===== src/design/rsmp2_pkg.sv =====
// Shared constants, coefficient ROM and state type of the 2x polyphase resampler.
package rsmp2_pkg;

   localparam int ROM_BITS     = 24;
   localparam int ROM_HALF     = 32;
   localparam int ROM_IDX_BITS = 6;
   localparam int DIGIT_BITS   = 8;

   localparam logic CMD_DECIM  = 1'b0;
   localparam logic CMD_INTERP = 1'b1;

   typedef enum logic [2:0] {
      ST_IDLE,
      ST_FETCH,
      ST_MAC,
      ST_DRAIN,
      ST_OUT
   } state_type;

   // Half of the symmetric low-pass, Q0.23; the last entry is the center tap.
   localparam logic signed [ROM_BITS-1:0] TAP_ROM [0:ROM_HALF] = '{
      -24'sd429,     24'sd252,      24'sd1654,     24'sd667,
      -24'sd3293,    -24'sd3805,    24'sd3691,     24'sd9539,
      24'sd0,        -24'sd16090,   -24'sd10563,   24'sd18702,
      24'sd28352,    -24'sd10385,   -24'sd48752,   -24'sd15216,
      24'sd61001,    24'sd59349,    -24'sd49785,   -24'sd113716,
      24'sd0,        24'sd158153,   24'sd96581,    -24'sd161582,
      -24'sd235366,  24'sd84402,    24'sd396745,   24'sd127647,
      -24'sd549460,  -24'sd611646,  24'sd659122,   24'sd2570964,
      24'sd3495143
   };

endpackage


===== src/design/rsmp2_if.sv =====
// Valid/ready channel interfaces for the resampler request and response streams.
interface rsmp2_req_if #(
   parameter int SAMPLE_BITS = 24
) ();
   logic                          valid;
   logic                          ready;
   logic                          cmd;
   logic signed [SAMPLE_BITS-1:0] sample_in;

   modport source (output valid, output cmd, output sample_in, input ready);
   modport sink   (input valid, input cmd, input sample_in, output ready);
endinterface

interface rsmp2_rsp_if #(
   parameter int SAMPLE_BITS = 24
) ();
   logic                          valid;
   logic                          ready;
   logic signed [SAMPLE_BITS-1:0] sample_out;
   logic                          from_interpolator;
   logic                          poly_phase;
   logic                          last;

   modport source (output valid, output sample_out, output from_interpolator,
                   output poly_phase, output last, input ready);
   modport sink   (input valid, input sample_out, input from_interpolator,
                   input poly_phase, input last, output ready);
endinterface


===== src/design/polyphase_resampler_by_two.sv =====
// Top level: 2:1 decimator and 1:2 interpolator sharing one symmetric FIR ROM.
//
// Request channel (req_if): cmd 0 stores sample_in in the decimator history,
// cmd 1 stores it in the interpolator history. Every second decimator
// transaction produces one response; every interpolator transaction produces
// two (even-tap phase, then odd-tap phase, the second marked last).
// Response channel (rsp_if): saturated sample plus path/phase/last flags.
// One folded multiply-accumulate walks the taps, one coefficient digit at a
// time (fed MSB-first in 8-bit digits, NDIG = ceil(COEF_BITS/8) per tap).
// The first request of a decimator pair only writes the history; no other
// request is taken while a response is being computed. The next request is
// taken once the last response of the previous one has been loaded into the
// output register, even if it still sits there unread. If the receiver
// stalls, the output register holds and the engine waits before loading it.
// Reset (synchronous) empties both histories (unwritten entries read as zero
// through a per-ring wrap flag), clears ring pointers and the decimator phase.
module polyphase_resampler_by_two #(
   parameter int TAP_COUNT   = 65,
   parameter int SAMPLE_BITS = 24,
   parameter int COEF_BITS   = 24
) (
   input logic         clock,
   input logic         reset,
   rsmp2_req_if.sink   req_if,
   rsmp2_rsp_if.source rsp_if
);

   localparam int D        = rsmp2_pkg::DIGIT_BITS;
   localparam int TAP_W    = $clog2(TAP_COUNT);
   localparam int NDIG     = (COEF_BITS + D - 1) / D;
   localparam int COEF_PAD = NDIG * D;
   localparam int DIG_W    = (NDIG > 1) ? $clog2(NDIG) : 1;
   localparam int PROD_W   = SAMPLE_BITS + D + 1;
   localparam int PART_W   = SAMPLE_BITS + COEF_PAD + 1;
   localparam int ACC_W    = SAMPLE_BITS + COEF_BITS + 7;
   localparam int DIST_W   = (TAP_W + 2 > rsmp2_pkg::ROM_IDX_BITS + 1) ?
                             TAP_W + 2 : rsmp2_pkg::ROM_IDX_BITS + 1;
   localparam int SHL      = (COEF_BITS >= rsmp2_pkg::ROM_BITS) ?
                             COEF_BITS - rsmp2_pkg::ROM_BITS : 0;
   localparam int SHR      = (COEF_BITS < rsmp2_pkg::ROM_BITS) ?
                             rsmp2_pkg::ROM_BITS - COEF_BITS : 0;
   localparam int CW_W     = rsmp2_pkg::ROM_BITS + 9;

   localparam logic signed [CW_W-1:0]  COEF_HALF  = (CW_W'(1) << SHR) >> 1;
   localparam logic signed [ACC_W-1:0] RND_DECIM  = ACC_W'(1) << (COEF_BITS - 2);
   localparam logic signed [ACC_W-1:0] RND_INTERP = ACC_W'(1) << (COEF_BITS - 3);
   localparam logic signed [ACC_W-1:0] SAT_HI     =
      {{(ACC_W - SAMPLE_BITS + 1){1'b0}}, {(SAMPLE_BITS - 1){1'b1}}};
   localparam logic signed [ACC_W-1:0] SAT_LO     = ~SAT_HI;
   localparam logic [TAP_W-1:0]  LAST_POS  = TAP_W'(TAP_COUNT - 1);
   localparam logic [TAP_W-1:0]  LAST_EVEN = TAP_W'((TAP_COUNT - 1) / 2);
   localparam logic [TAP_W-1:0]  LAST_ODD  = TAP_W'((TAP_COUNT - 2) / 2);
   localparam logic [DIST_W-1:0] MID2      = DIST_W'(TAP_COUNT - 1);
   localparam logic [DIG_W-1:0]  LAST_DIG  = DIG_W'(NDIG - 1);

   rsmp2_pkg::state_type state_ff, state_in;

   logic                          path_ff, path_in;
   logic                          phase_ff, phase_in;
   logic                          decim_phase_ff, decim_phase_in;
   logic [TAP_W-1:0]              dwpos_ff, dwpos_in;
   logic [TAP_W-1:0]              iwpos_ff, iwpos_in;
   logic                          dwrap_ff, dwrap_in;
   logic                          iwrap_ff, iwrap_in;
   logic [TAP_W-1:0]              newest_ff, newest_in;
   logic [TAP_W-1:0]              age_ff, age_in;
   logic [TAP_W-1:0]              rd_idx_ff, rd_idx_in;
   logic [DIG_W-1:0]              digit_ff, digit_in;
   logic                          samp_valid_ff, samp_valid_in;
   logic                          part_done_ff, part_done_in;
   logic [COEF_PAD-1:0]           coef_sr_ff, coef_sr_in;
   logic signed [PART_W-1:0]      part_ff, part_in;
   logic signed [ACC_W-1:0]       acc_ff, acc_in;
   logic                          rsp_valid_ff, rsp_valid_in;
   logic signed [SAMPLE_BITS-1:0] rsp_sample_ff, rsp_sample_in;
   logic                          rsp_interp_ff, rsp_interp_in;
   logic                          rsp_phase_ff, rsp_phase_in;
   logic                          rsp_last_ff, rsp_last_in;

   logic                          wr_dec, wr_int;
   logic [TAP_W-1:0]              wr_addr;
   logic                          rd_en;
   logic [TAP_W-1:0]              rd_addr;
   logic                          rd_valid;
   logic [SAMPLE_BITS-1:0]        dq, iq;
   logic signed [SAMPLE_BITS-1:0] samp;
   logic [D-1:0]                  top_digit;
   logic signed [D:0]             digit_ext;
   logic signed [PROD_W-1:0]      prod;
   logic                          last_digit, last_tap;
   logic [TAP_W-1:0]              last_age;

   logic [TAP_W-1:0]                       age_sel;
   logic [TAP_W:0]                         tap_idx;
   logic [DIST_W-1:0]                      twice, tap_dist;
   logic [rsmp2_pkg::ROM_IDX_BITS-1:0]     rom_idx;
   logic signed [rsmp2_pkg::ROM_BITS-1:0]  rom_val;
   logic signed [CW_W-1:0]                 coef_wide;
   logic [COEF_PAD-1:0]                    coef_next;
   logic signed [ACC_W-1:0]                res;
   logic signed [ACC_W-1:0]                res_sat;

   // History rings
   rsmp2_ram #(.WIDTH(SAMPLE_BITS), .DEPTH(TAP_COUNT)) u_decim_ring (
      .clock   (clock),
      .wr_en   (wr_dec),
      .wr_addr (wr_addr),
      .wr_data (req_if.sample_in),
      .rd_en   (rd_en && (path_ff == rsmp2_pkg::CMD_DECIM)),
      .rd_addr (rd_addr),
      .rd_data (dq)
   );

   rsmp2_ram #(.WIDTH(SAMPLE_BITS), .DEPTH(TAP_COUNT)) u_interp_ring (
      .clock   (clock),
      .wr_en   (wr_int),
      .wr_addr (wr_addr),
      .wr_data (req_if.sample_in),
      .rd_en   (rd_en && (path_ff == rsmp2_pkg::CMD_INTERP)),
      .rd_addr (rd_addr),
      .rd_data (iq)
   );

   // Coefficient of the tap about to start
   always_comb begin
      age_sel = (state_ff == rsmp2_pkg::ST_FETCH) ? '0 : age_ff + TAP_W'(1);
      tap_idx = (path_ff == rsmp2_pkg::CMD_INTERP) ? {age_sel, phase_ff} : {1'b0, age_sel};
      twice   = DIST_W'({tap_idx, 1'b0});
      if (twice >= MID2) begin
         tap_dist = (twice - MID2) >> 1;
      end else begin
         tap_dist = (MID2 - twice) >> 1;
      end
      rom_idx = rsmp2_pkg::ROM_IDX_BITS'(DIST_W'(rsmp2_pkg::ROM_HALF) - tap_dist);
      if (tap_dist > DIST_W'(rsmp2_pkg::ROM_HALF)) begin
         rom_val = '0;
      end else begin
         rom_val = rsmp2_pkg::TAP_ROM[rom_idx];
      end
      // scale Q0.23 to COEF_BITS, rounding half up when narrowing
      coef_wide = ((CW_W'(rom_val) + COEF_HALF) >>> SHR) <<< SHL;
      coef_next = coef_wide[COEF_PAD-1:0];
   end

   // Digit-serial multiply: coefficient MSB digit first, top digit signed
   always_comb begin
      samp = samp_valid_ff ?
             $signed((path_ff == rsmp2_pkg::CMD_INTERP) ? iq : dq) : '0;
      top_digit = coef_sr_ff[COEF_PAD-1 -: D];
      digit_ext = $signed({(digit_ff == '0) ? top_digit[D-1] : 1'b0, top_digit});
      prod      = samp * digit_ext;
      last_digit = (digit_ff == LAST_DIG);
      if (path_ff == rsmp2_pkg::CMD_DECIM) begin
         last_age = LAST_POS;
      end else begin
         last_age = phase_ff ? LAST_ODD : LAST_EVEN;
      end
      last_tap = (age_ff == last_age);
   end

   // Rounding constant was preloaded into the accumulator
   always_comb begin
      res = (path_ff == rsmp2_pkg::CMD_INTERP) ? (acc_ff >>> (COEF_BITS - 2)) :
                                                 (acc_ff >>> (COEF_BITS - 1));
      priority if (res > SAT_HI) begin
         res_sat = SAT_HI;
      end else if (res < SAT_LO) begin
         res_sat = SAT_LO;
      end else begin
         res_sat = res;
      end
   end

   always_comb begin
      state_in       = state_ff;
      path_in        = path_ff;
      phase_in       = phase_ff;
      decim_phase_in = decim_phase_ff;
      dwpos_in       = dwpos_ff;
      iwpos_in       = iwpos_ff;
      dwrap_in       = dwrap_ff;
      iwrap_in       = iwrap_ff;
      newest_in      = newest_ff;
      age_in         = age_ff;
      rd_idx_in      = rd_idx_ff;
      digit_in       = digit_ff;
      samp_valid_in  = samp_valid_ff;
      part_done_in   = part_done_ff;
      coef_sr_in     = coef_sr_ff;
      part_in        = part_ff;
      acc_in         = acc_ff;
      rsp_valid_in   = rsp_valid_ff && !rsp_if.ready;
      rsp_sample_in  = rsp_sample_ff;
      rsp_interp_in  = rsp_interp_ff;
      rsp_phase_in   = rsp_phase_ff;
      rsp_last_in    = rsp_last_ff;
      wr_dec         = 1'b0;
      wr_int         = 1'b0;
      wr_addr        = (req_if.cmd == rsmp2_pkg::CMD_INTERP) ? iwpos_ff : dwpos_ff;
      rd_en          = 1'b0;
      rd_addr        = rd_idx_ff;
      req_if.ready   = (state_ff == rsmp2_pkg::ST_IDLE);

      unique case (state_ff)
         rsmp2_pkg::ST_IDLE: begin
            if (req_if.valid) begin
               path_in   = req_if.cmd;
               phase_in  = 1'b0;
               newest_in = wr_addr;
               if (req_if.cmd == rsmp2_pkg::CMD_INTERP) begin
                  wr_int   = 1'b1;
                  iwpos_in = (iwpos_ff == LAST_POS) ? '0 : iwpos_ff + TAP_W'(1);
                  iwrap_in = iwrap_ff || (iwpos_ff == LAST_POS);
                  state_in = rsmp2_pkg::ST_FETCH;
               end else begin
                  wr_dec         = 1'b1;
                  dwpos_in       = (dwpos_ff == LAST_POS) ? '0 : dwpos_ff + TAP_W'(1);
                  dwrap_in       = dwrap_ff || (dwpos_ff == LAST_POS);
                  decim_phase_in = !decim_phase_ff;
                  if (decim_phase_ff) begin
                     state_in = rsmp2_pkg::ST_FETCH;
                  end
               end
            end
         end
         rsmp2_pkg::ST_FETCH: begin
            rd_en         = 1'b1;
            rd_addr       = newest_ff;
            rd_idx_in     = newest_ff;
            samp_valid_in = rd_valid;
            age_in        = '0;
            digit_in      = '0;
            coef_sr_in    = coef_next;
            part_done_in  = 1'b0;
            acc_in        = (path_ff == rsmp2_pkg::CMD_INTERP) ? RND_INTERP : RND_DECIM;
            state_in      = rsmp2_pkg::ST_MAC;
         end
         rsmp2_pkg::ST_MAC: begin
            part_in      = ((digit_ff == '0) ? '0 : (part_ff <<< D)) + PART_W'(prod);
            coef_sr_in   = coef_sr_ff << D;
            digit_in     = digit_ff + DIG_W'(1);
            part_done_in = last_digit;
            if (part_done_ff) begin
               acc_in = acc_ff + ACC_W'(part_ff);
            end
            if (last_digit) begin
               digit_in = '0;
               if (last_tap) begin
                  state_in = rsmp2_pkg::ST_DRAIN;
               end else begin
                  age_in        = age_ff + TAP_W'(1);
                  rd_en         = 1'b1;
                  rd_addr       = (rd_idx_ff == '0) ? LAST_POS : rd_idx_ff - TAP_W'(1);
                  rd_idx_in     = rd_addr;
                  samp_valid_in = rd_valid;
                  coef_sr_in    = coef_next;
               end
            end
         end
         rsmp2_pkg::ST_DRAIN: begin
            acc_in       = acc_ff + ACC_W'(part_ff);
            part_done_in = 1'b0;
            state_in     = rsmp2_pkg::ST_OUT;
         end
         rsmp2_pkg::ST_OUT: begin
            if (!rsp_valid_ff || rsp_if.ready) begin
               rsp_valid_in  = 1'b1;
               rsp_sample_in = res_sat[SAMPLE_BITS-1:0];
               rsp_interp_in = path_ff;
               rsp_phase_in  = phase_ff;
               rsp_last_in   = (path_ff == rsmp2_pkg::CMD_DECIM) || phase_ff;
               if ((path_ff == rsmp2_pkg::CMD_INTERP) && !phase_ff) begin
                  phase_in = 1'b1;
                  state_in = rsmp2_pkg::ST_FETCH;
               end else begin
                  state_in = rsmp2_pkg::ST_IDLE;
               end
            end
         end
         default: begin
            state_in = rsmp2_pkg::ST_IDLE;
         end
      endcase
   end

   // Entries never written since reset read as zero
   assign rd_valid = ((path_ff == rsmp2_pkg::CMD_INTERP) ? iwrap_ff : dwrap_ff) ||
                     (rd_addr <= newest_ff);

   always_ff @(posedge clock) begin
      if (reset) begin
         state_ff       <= rsmp2_pkg::ST_IDLE;
         decim_phase_ff <= 1'b0;
         dwpos_ff       <= '0;
         iwpos_ff       <= '0;
         dwrap_ff       <= 1'b0;
         iwrap_ff       <= 1'b0;
         part_done_ff   <= 1'b0;
         rsp_valid_ff   <= 1'b0;
      end else begin
         state_ff       <= state_in;
         decim_phase_ff <= decim_phase_in;
         dwpos_ff       <= dwpos_in;
         iwpos_ff       <= iwpos_in;
         dwrap_ff       <= dwrap_in;
         iwrap_ff       <= iwrap_in;
         part_done_ff   <= part_done_in;
         rsp_valid_ff   <= rsp_valid_in;
      end
   end

   always_ff @(posedge clock) begin
      path_ff       <= path_in;
      phase_ff      <= phase_in;
      newest_ff     <= newest_in;
      age_ff        <= age_in;
      rd_idx_ff     <= rd_idx_in;
      digit_ff      <= digit_in;
      samp_valid_ff <= samp_valid_in;
      coef_sr_ff    <= coef_sr_in;
      part_ff       <= part_in;
      acc_ff        <= acc_in;
      rsp_sample_ff <= rsp_sample_in;
      rsp_interp_ff <= rsp_interp_in;
      rsp_phase_ff  <= rsp_phase_in;
      rsp_last_ff   <= rsp_last_in;
   end

   assign rsp_if.valid             = rsp_valid_ff;
   assign rsp_if.sample_out        = rsp_sample_ff;
   assign rsp_if.from_interpolator = rsp_interp_ff;
   assign rsp_if.poly_phase        = rsp_phase_ff;
   assign rsp_if.last              = rsp_last_ff;

   a_age_in_pass: assert property (@(posedge clock) disable iff (reset)
      state_ff == rsmp2_pkg::ST_MAC |-> age_ff <= last_age)
      else $error("tap counter ran past the end of the pass");

   a_drain_then_out: assert property (@(posedge clock) disable iff (reset)
      state_ff == rsmp2_pkg::ST_DRAIN |=> state_ff == rsmp2_pkg::ST_OUT && !part_done_ff)
      else $error("accumulator drain not followed by output");

   a_decim_flags: assert property (@(posedge clock) disable iff (reset)
      rsp_valid_ff && !rsp_interp_ff |-> rsp_last_ff && !rsp_phase_ff)
      else $error("decimator response with wrong phase or last flag");

   a_phase1_last: assert property (@(posedge clock) disable iff (reset)
      rsp_valid_ff && rsp_phase_ff |-> rsp_interp_ff && rsp_last_ff)
      else $error("odd phase response not marked last");

   a_ring_index: assert property (@(posedge clock) disable iff (reset)
      state_ff == rsmp2_pkg::ST_MAC |-> rd_idx_ff <= LAST_POS && digit_ff <= LAST_DIG)
      else $error("ring index or digit counter out of range");

endmodule


===== src/design/rsmp2_ram.sv =====
// Simple dual-port RAM with one write port and a registered read port.
module rsmp2_ram #(
   parameter int WIDTH = 24,
   parameter int DEPTH = 65,
   localparam int AW = (DEPTH > 1) ? $clog2(DEPTH) : 1
) (
   input  logic             clock,
   input  logic             wr_en,
   input  logic [AW-1:0]    wr_addr,
   input  logic [WIDTH-1:0] wr_data,
   input  logic             rd_en,
   input  logic [AW-1:0]    rd_addr,
   output logic [WIDTH-1:0] rd_data
);

   logic [WIDTH-1:0] mem_ff [0:DEPTH-1];
   logic [WIDTH-1:0] rd_data_ff;

   always_ff @(posedge clock) begin
      if (wr_en) begin
         mem_ff[wr_addr] <= wr_data;
      end
      if (rd_en) begin
         rd_data_ff <= mem_ff[rd_addr];
      end
   end

   assign rd_data = rd_data_ff;

endmodule

===== src/flat_wrapper.sv =====
// flat-port wrapper written by rule: the top's interface ports become plain ports
module polyphase_resampler_by_two_flat 
#(
   parameter int TAP_COUNT   = 65,
   parameter int SAMPLE_BITS = 24,
   parameter int COEF_BITS   = 24
)
  (clock, reset, req_if_valid, req_if_cmd, req_if_sample_in, req_if_ready, rsp_if_valid, rsp_if_sample_out, rsp_if_from_interpolator, rsp_if_poly_phase, rsp_if_last, rsp_if_ready);
  rsmp2_req_if #(.SAMPLE_BITS(SAMPLE_BITS)) req_if_i ();
  rsmp2_rsp_if #(.SAMPLE_BITS(SAMPLE_BITS)) rsp_if_i ();
  input logic clock;
  input logic reset;
  input wire logic [$bits(req_if_i.valid)-1:0] req_if_valid;
  input wire logic [$bits(req_if_i.cmd)-1:0] req_if_cmd;
  input wire logic [$bits(req_if_i.sample_in)-1:0] req_if_sample_in;
  output wire logic [$bits(req_if_i.ready)-1:0] req_if_ready;
  output wire logic [$bits(rsp_if_i.valid)-1:0] rsp_if_valid;
  output wire logic [$bits(rsp_if_i.sample_out)-1:0] rsp_if_sample_out;
  output wire logic [$bits(rsp_if_i.from_interpolator)-1:0] rsp_if_from_interpolator;
  output wire logic [$bits(rsp_if_i.poly_phase)-1:0] rsp_if_poly_phase;
  output wire logic [$bits(rsp_if_i.last)-1:0] rsp_if_last;
  input wire logic [$bits(rsp_if_i.ready)-1:0] rsp_if_ready;
  assign req_if_i.valid = req_if_valid;
  assign req_if_i.cmd = req_if_cmd;
  assign req_if_i.sample_in = req_if_sample_in;
  assign req_if_ready = req_if_i.ready;
  assign rsp_if_valid = rsp_if_i.valid;
  assign rsp_if_sample_out = rsp_if_i.sample_out;
  assign rsp_if_from_interpolator = rsp_if_i.from_interpolator;
  assign rsp_if_poly_phase = rsp_if_i.poly_phase;
  assign rsp_if_last = rsp_if_i.last;
  assign rsp_if_i.ready = rsp_if_ready;
  polyphase_resampler_by_two #(.TAP_COUNT(TAP_COUNT), .SAMPLE_BITS(SAMPLE_BITS), .COEF_BITS(COEF_BITS)) u_core (.clock(clock), .reset(reset), .req_if(req_if_i), .rsp_if(rsp_if_i));
endmodule

===== config.mk =====
export PLATFORM = sky130hd
export DESIGN_NAME = polyphase_resampler_by_two_flat
export DESIGN_NICKNAME = d
export VERILOG_FILES = /design/src/design/rsmp2_pkg.sv /design/src/design/rsmp2_if.sv /design/src/design/polyphase_resampler_by_two.sv /design/src/design/rsmp2_ram.sv /design/src/flat_wrapper.sv
export SDC_FILE = /design/constraint.sdc
export NUM_CORES = 2
export LEC_CHECK = 0
export BUFFER_PORTS_ARGS = -buffer_cell sky130_fd_sc_hd__buf_2
export CAP_MARGIN = 20
export CORE_ASPECT_RATIO = 0.7
export CORE_MARGIN = 2
export CORE_UTILIZATION = 35
export CTS_BUF_LIST = sky130_fd_sc_hd__clkbuf_4 sky130_fd_sc_hd__clkbuf_8
export DETAILED_ROUTE_END_ITERATION = 6
export MAX_ROUTING_LAYER = met4
export SYNTH_ARGS = -nofsm -noshare
export SYNTH_HDL_FRONTEND = slang
export SYNTH_SLANG_ARGS = --single-unit

===== constraint.sdc =====
create_clock -name clock -period 16.1 [get_ports clock]
set_input_delay 1.61 -clock clock [delete_from_list [all_inputs] [get_ports clock]]
set_output_delay 1.61 -clock clock [all_outputs]
set_load 0.02 [all_outputs]

* Word level (Yosys, flattened, before mapping) *
Memory sizes are Yosys's and may differ from the RTL's. A register that Yosys moved wholly into a read port is not among the register bits.
Index checks and enable logic that the tools add are counted.

storage, ports and cells
  register bits = 203
  RAM bits = 3,120
  memory bits (read-only) = 1,536
  bits of input ports = 29
  output and inout port bits = 29
  word-level logic and storage cells = 154
  memories = 3

memory list
  name                         words  width  read ports  clocked after memory_dff  write ports  line                               RTL
  u_core.u_decim_ring.mem_ff   65     24     1           1                         1            rsmp2_ram.sv:16                    logic [WIDTH-1:0] mem_ff [0:DEPTH-1];
  u_core.u_interp_ring.mem_ff  65     24     1           1                         1            rsmp2_ram.sv:16
  (no name shown)              64     24     1           0                         0            polyphase_resampler_by_two.sv:138  rom_val = rsmp2_pkg::TAP_ROM[rom_idx];

operators by class
  $add $sub $neg = 10
  multipliers = 1
  $lt $le $gt $ge = 6
  equal/unequal tests = 16
  muxes and demuxes = 64
  bitwise logic cells = 3
  reductions and logical operators = 29

operators by type and width
  kind                                                                                 count
  24-bit 2-to-1 mux                                                                    8
  55-bit one-hot mux with 3 select lines                                               1
  7-bit 2-to-1 mux                                                                     10
  55-bit by 49-bit adder with 55-bit output                                            1
  55-bit 2-to-1 mux                                                                    1
  49-bit adder                                                                         1
  49-bit 2-to-1 mux                                                                    1
  24-bit one-hot mux with 2 select lines                                               1
  33-bit by 24-bit > comparator with 1-bit output, second input constant               1
  33-bit by 24-bit < comparator with 1-bit output, second input constant               1
  24-bit by 9-bit multiplier with 33-bit output                                        1
  32-bit 2-to-1 mux                                                                    1
  7-bit one-hot mux with 2 select lines                                                2
  23-bit 2-to-1 mux                                                                    1
  1-bit 2-to-1 mux                                                                     22
  7-bit by 1-bit adder with 7-bit output, second input constant                        3
  3-bit 2-to-1 mux                                                                     6
  8-bit 2-to-1 mux                                                                     2
  3-bit one-hot mux with 5 select lines                                                1
  7-bit == test, second input constant                                                 2
  2-bit by 1-bit != test with 1-bit output, second input constant                      5
  9-bit by 7-bit greater-or-equal comparator with 1-bit output, second input constant  1
  3-bit AND reduction                                                                  3
  7-bit by 9-bit subtractor with 9-bit output, first input constant                    1
  other kinds (32)                                                                     52

* Depth between registers and ports, before layout *
  word-level depth = 14
  mapped depth = 43
  mapped depth without buffers = 39

* Hierarchy *
A second synthesis with hierarchy kept.

unflattened totals
  cell total of the unflattened synthesis = 8,317
  area total of the unflattened synthesis = 144,132.0 µm²

by module, submodules not included
  module                             instances  cells each  area each (µm²)  seq. area each (µm²)
  rsmp2_ram at u_core.u_decim_ring   1          2,952       60,999.8         47,565.6
  rsmp2_ram at u_core.u_interp_ring  1          2,952       60,998.5         47,565.6
  polyphase_resampler_by_two         1          2,413       22,133.7         5,805.6

* Worst setup path after synthesis *
No wires, ideal clock.

  path kind = flip-flop to flip-flop
  from = reg u_core.path_ff
  to = reg u_core.part_ff[45] (data pin)
  library setup time = 0.266 ns
  arrival time = 9.384 ns
  data required time = 15.834 ns
  path slack = 6.450 ns
  stages on the path, launching flop included = 40
  path buffers = 4
  period minus slack after synthesis = 9.650 ns
  path through = edfxtp_1 clkbuf_1 buf_2 buf_1 mux2i_1 nor2b_1 clkbuf_1 nand2_1 fa_1 inv_1 fa_1 inv_1 fa_1 inv_1 fa_1 ha_1 ha_1 nor2b_1 [4 not listed] o21ai_0 a21oi_1 or3_1 a21oi_1 xnor2_1 ha_1 and3_1 o211ai_1 or4b_2 a31oi_1 a211oi_1 o211ai_1 nand2_1 a221o_2 o21ai_1 nor3b_1 a311oi_1 xor2_1

on the way
  cells in the longest elaborated chain, start to end = 4

RTL lines
  what                                           line                               RTL
  start, declared                                polyphase_resampler_by_two.sv:58   logic path_ff, path_in;
  start signal, assigned                         polyphase_resampler_by_two.sv:313  path_ff <= path_in;
  24-bit 2-to-1 mux                              polyphase_resampler_by_two.sv:148  $signed((path_ff == rsmp2_pkg::CMD_INTERP) ? iq : dq) : '0;
  24-bit 2-to-1 mux                              polyphase_resampler_by_two.sv:147  samp = samp_valid_ff ?
  24-bit by 9-bit multiplier with 33-bit output  polyphase_resampler_by_two.sv:151  prod = samp * digit_ext;
  49-bit adder                                   polyphase_resampler_by_two.sv:239  part_in = ((digit_ff == '0) ? '0 : (part_ff <<< D)) + PART_W'(prod);
  end signal, assigned                           polyphase_resampler_by_two.sv:321  part_ff <= part_in;
  end, declared                                  polyphase_resampler_by_two.sv:72   logic signed [PART_W-1:0] part_ff, part_in;

Every way passes these cells.
A chain may end at the register's enable or synchronous reset.

* Worst setup path after layout *
  from = reg u_core.digit_ff[0]
  to = reg u_core.part_ff[45] (data pin)

on the way
  cells in the longest elaborated chain, start to end = 4
  elaborated cells on any way between the ends = 5
  those cells by class = add/sub: 1; mul: 1; mux: 2; reduce/logical: 1

RTL lines
  what                                           line                                                                  RTL
  start, declared                                polyphase_resampler_by_two.sv:68                                      logic [DIG_W-1:0] digit_ff, digit_in;
  start signal, assigned                         polyphase_resampler_by_two.sv:318                                     digit_ff <= digit_in;
  2-bit zero test (*)                            polyphase_resampler_by_two.sv:150, polyphase_resampler_by_two.sv:239
  1-bit 2-to-1 mux                               polyphase_resampler_by_two.sv:150                                     digit_ext = $signed({(digit_ff == '0) ? top_digit[D-1] : 1'b0, top_digit});
  24-bit by 9-bit multiplier with 33-bit output  polyphase_resampler_by_two.sv:151
  49-bit adder (*)                               polyphase_resampler_by_two.sv:239

Every way passes the cells marked *; elsewhere a longest branch is shown, timed or not.

==> metrics.csv <==
metric,value,unit
sequential share of the synthesized area,0.686,
Clock Latency Late Sink,1160,ps
Pwr Density,186,nW/um^2
largest net degree at the start of global routing,141,
mean area per synthesized cell,12.6,um^2
Worst setup SP type,register,
Synth Cell Area,147000,um^2
Design Power,30400,uW
worst setup path category,reg2reg,
total grt overflow,0,
placed inst area,154000,um^2
gr usage total,0.207,
Cells on Worst Hold Path,2,
first-pass GRT wire length,641,mm
Post-synth top flop,edfxtp_1,
status,"complete, no violations",
post-CTS setup buffers,0,
design area,164000,um^2
I/O Buffers,57,
CP arrival,12110,ps
Synth Warn #,0,
Slew HR,0.0784,
Post-CTS Resized,0,
Synth async-reset ratio,0,
HPWL Detailed,254,mm
drt first pass iters,6,
setup TNS,0,ps
Cell variety after synth,97,
io pins,58,
Fmax,88.5,MHz
final core utilization,0.390,
r2r worst-path depth,36,
Die Height,547,um
Worst path slowest cell,nand2_1,
RSZ-0062 raised after global routing,no,
final setup fails,0,
Routed Antenna Nets,0,
Avg Vias per Cell,5.48,
placer congestion estimate,0.879,
most frequent cell on the critical path,fa_1,
Post-Syn Nets,12120,
"FF+latch count, synth",3371,
share of layout cells above drive strength 1,0.110,
Max Slew Vio Count,0,
number of synthesized flops with an enable pin,3342,
Crit path depth,36,
vias,97835,
fill count,39680,
Area Growth Syn to Fin,11.1,%
vias in the first global route,91041,
Final #Nets,12235,
post-synthesis cell count,11728,
CTS Buf Count,482,
Iteration-0 DRC Markers,14235,
clk root buf,clkbuf_8,
Worst-path clk slew,60,ps
Clock Tree Buf Depth,4,
Final Critical Period,11300,ps
starting density of the core,0.351,
TritonCTS clock tree,built,
"Buf+Inv Stages, Crit Path",4,
Final Skew,120,ps
Routed WL per cell,24.7,um
final WL,442,mm
row count,199,
initial antenna violation count,38,
final hold violation count,0,
Worst-Margin Slew,1380,ps
Core Area,419000,um^2
CP Capture Type,register,
VDD IR-drop max,0.240,mV
Post-route DRC,0,
# hold bufs at CTS,0,
die area,426000,um^2
Tcrit/Tclk final,0.702,
cell family with most CP delay,adder cells,
worst min path class,reg2reg,
Crit Path Max Fanout,48,
TritonCTS Sinks,3371,
worst hold slack,490,ps
max-cap violation count,0,
Crit path required time,16900,ps
H-tree levels,5,
P_leak,0.0567,uW
max incr delay on CP,860,ps
chip width,779,um
==> worst register-to-register path, delay by kind of cell (launching register included) <==
family / cells / cell delay [ps]
adder cells (fa/ha/maj): 8 / 3890
AND/OR/NAND/NOR: 8 / 3110
AO/OA/AOI/OAI: 14 / 3110
flip-flops: 1 / 390
XOR/XNOR: 2 / 320
buffers and inverters: 4 / 230
==> registers in the layout, summed over array words and instances, names as in the netlist, 24 cells and up <==
| register | count |
|---|---|
| u_core.acc_ff | 55 |
| u_core.coef_sr_ff | 24 |
| u_core.part_ff | 49 |
| u_core.rsp_if.sample_out | 24 |
| u_core.u_decim_ring.mem_ff | 1560 |
| u_core.u_decim_ring.rd_data | 24 |
| u_core.u_interp_ring.mem_ff | 1560 |
| u_core.u_interp_ring.rd_data | 24 |
==> area by class of cell <==
| class | instances | area, um^2 | share of cell area |
|---|---|---|---|
| inverter | 200 | 776 | 0.00474 |
| clock buffer | 672 | 8100 | 0.0495 |
| antenna | 20 | 50.0 | 0.000306 |
| multi-input combinational | 7412 | 42500 | 0.260 |
| tap | 5628 | 7040 | 0.0430 |
| clock inverter | 185 | 1280 | 0.00784 |
| timing repair buffer | 376 | 2920 | 0.0178 |
| sequential | 3371 | 101000 | 0.617 |
==> Yosys cell counts, drive strengths merged (83+ instances only) <==
master | count | area, um^2
a21oi | 181 | 906
a311oi | 510 | 4470
a31oi | 157 | 1000
and2 | 123 | 769
and3 | 329 | 2060
buf | 519 | 2740
clkbuf | 226 | 850
edfxtp | 3342 | 100000
fa | 177 | 3540
ha | 186 | 2330
inv | 198 | 743
mux2i | 96 | 961
nand2 | 3248 | 12200
nand3 | 1048 | 5250
nor2 | 375 | 1410
nor2b | 83 | 519
nor3 | 86 | 435
o21ai | 168 | 852
xnor2 | 84 | 736
==> metrics by stage <==
| stage | std cells | setup slack [ps] |
|---|---|---|
| finish | 17864 | 4800 |
| floorplan | 11728 | 6450 |
| CTS | 17840 | 4810 |
| global placement | 16978 | 4930 |
| global route | 17858 | 3860 |
| detailed placement | 16983 | 4880 |
==> worst paths after layout <==
check / from / endpoint / slack [ps]
hold / removal: u_core.iwrap_ff / u_core.iwrap_ff / 490
hold reg to reg: u_core.iwrap_ff / u_core.iwrap_ff / 490
setup reg to reg: u_core.digit_ff[0] / u_core.part_ff[45] / 4800
setup / recovery: u_core.digit_ff[0] / u_core.part_ff[45] / 4800
==> cell families after synthesis <==
logic type	synth area share
flops	0.686
fa+ha+maj	0.0399
simple gates	0.160
buf+inv	0.0295
mux	0.00683
xor+xnor	0.00812
compound gates	0.0704
==> cells in the final DEF (no fill, tap or decap), types with 29 or more instances in the layout <==
| cell type | Yosys | routed |
|---|---|---|
| a21o_1 | 72 | 71 |
| a21oi_1 | 181 | 181 |
| a311oi_1 | 509 | 508 |
| a31oi_1 | 155 | 155 |
| a32oi_1 | 43 | 43 |
| and2_1 | 122 | 121 |
| and3_1 | 329 | 329 |
| buf_2 | 385 | 36 |
| buf_4 | 70 | 324 |
| clkbuf_4 | 0 | 186 |
| clkbuf_8 | 0 | 488 |
| clkinv_1 | 2 | 107 |
| clkinv_2 | 0 | 41 |
| dfxtp_1 | 29 | 29 |
| edfxtp_1 | 3342 | 3342 |
| fa_1 | 177 | 177 |
| ha_1 | 186 | 185 |
| inv_1 | 191 | 191 |
| mux2i_1 | 96 | 96 |
| nand2_1 | 3248 | 3243 |
| nand3_1 | 1048 | 1047 |
| nor2_1 | 374 | 233 |
| nor2_2 | 1 | 128 |
| nor2b_1 | 83 | 83 |
| nor3_1 | 85 | 83 |
| o21ai_0 | 148 | 147 |
| o22ai_1 | 34 | 34 |
| xnor2_1 | 84 | 84 |
| xor2_1 | 46 | 46 |
==> report_power, final <==
group          leakage, uW  switching [uW]  total (uW)  internal, uW
combinational       0.0214            9110       13400          4330
sequential          0.0303             108       10200         10100
clock              0.00498            3370        6830          3460
==> routing by layer <==
metal  routed length (um)  up-vias  track usage
met4                 8410        0       0.0444
li1                     -    43282            -
met5                    0        -            -
met3                54000      578       0.0529
met2               181000     5152        0.277
met1               198000    48823        0.313
Power figures use the tool's default switching activity.
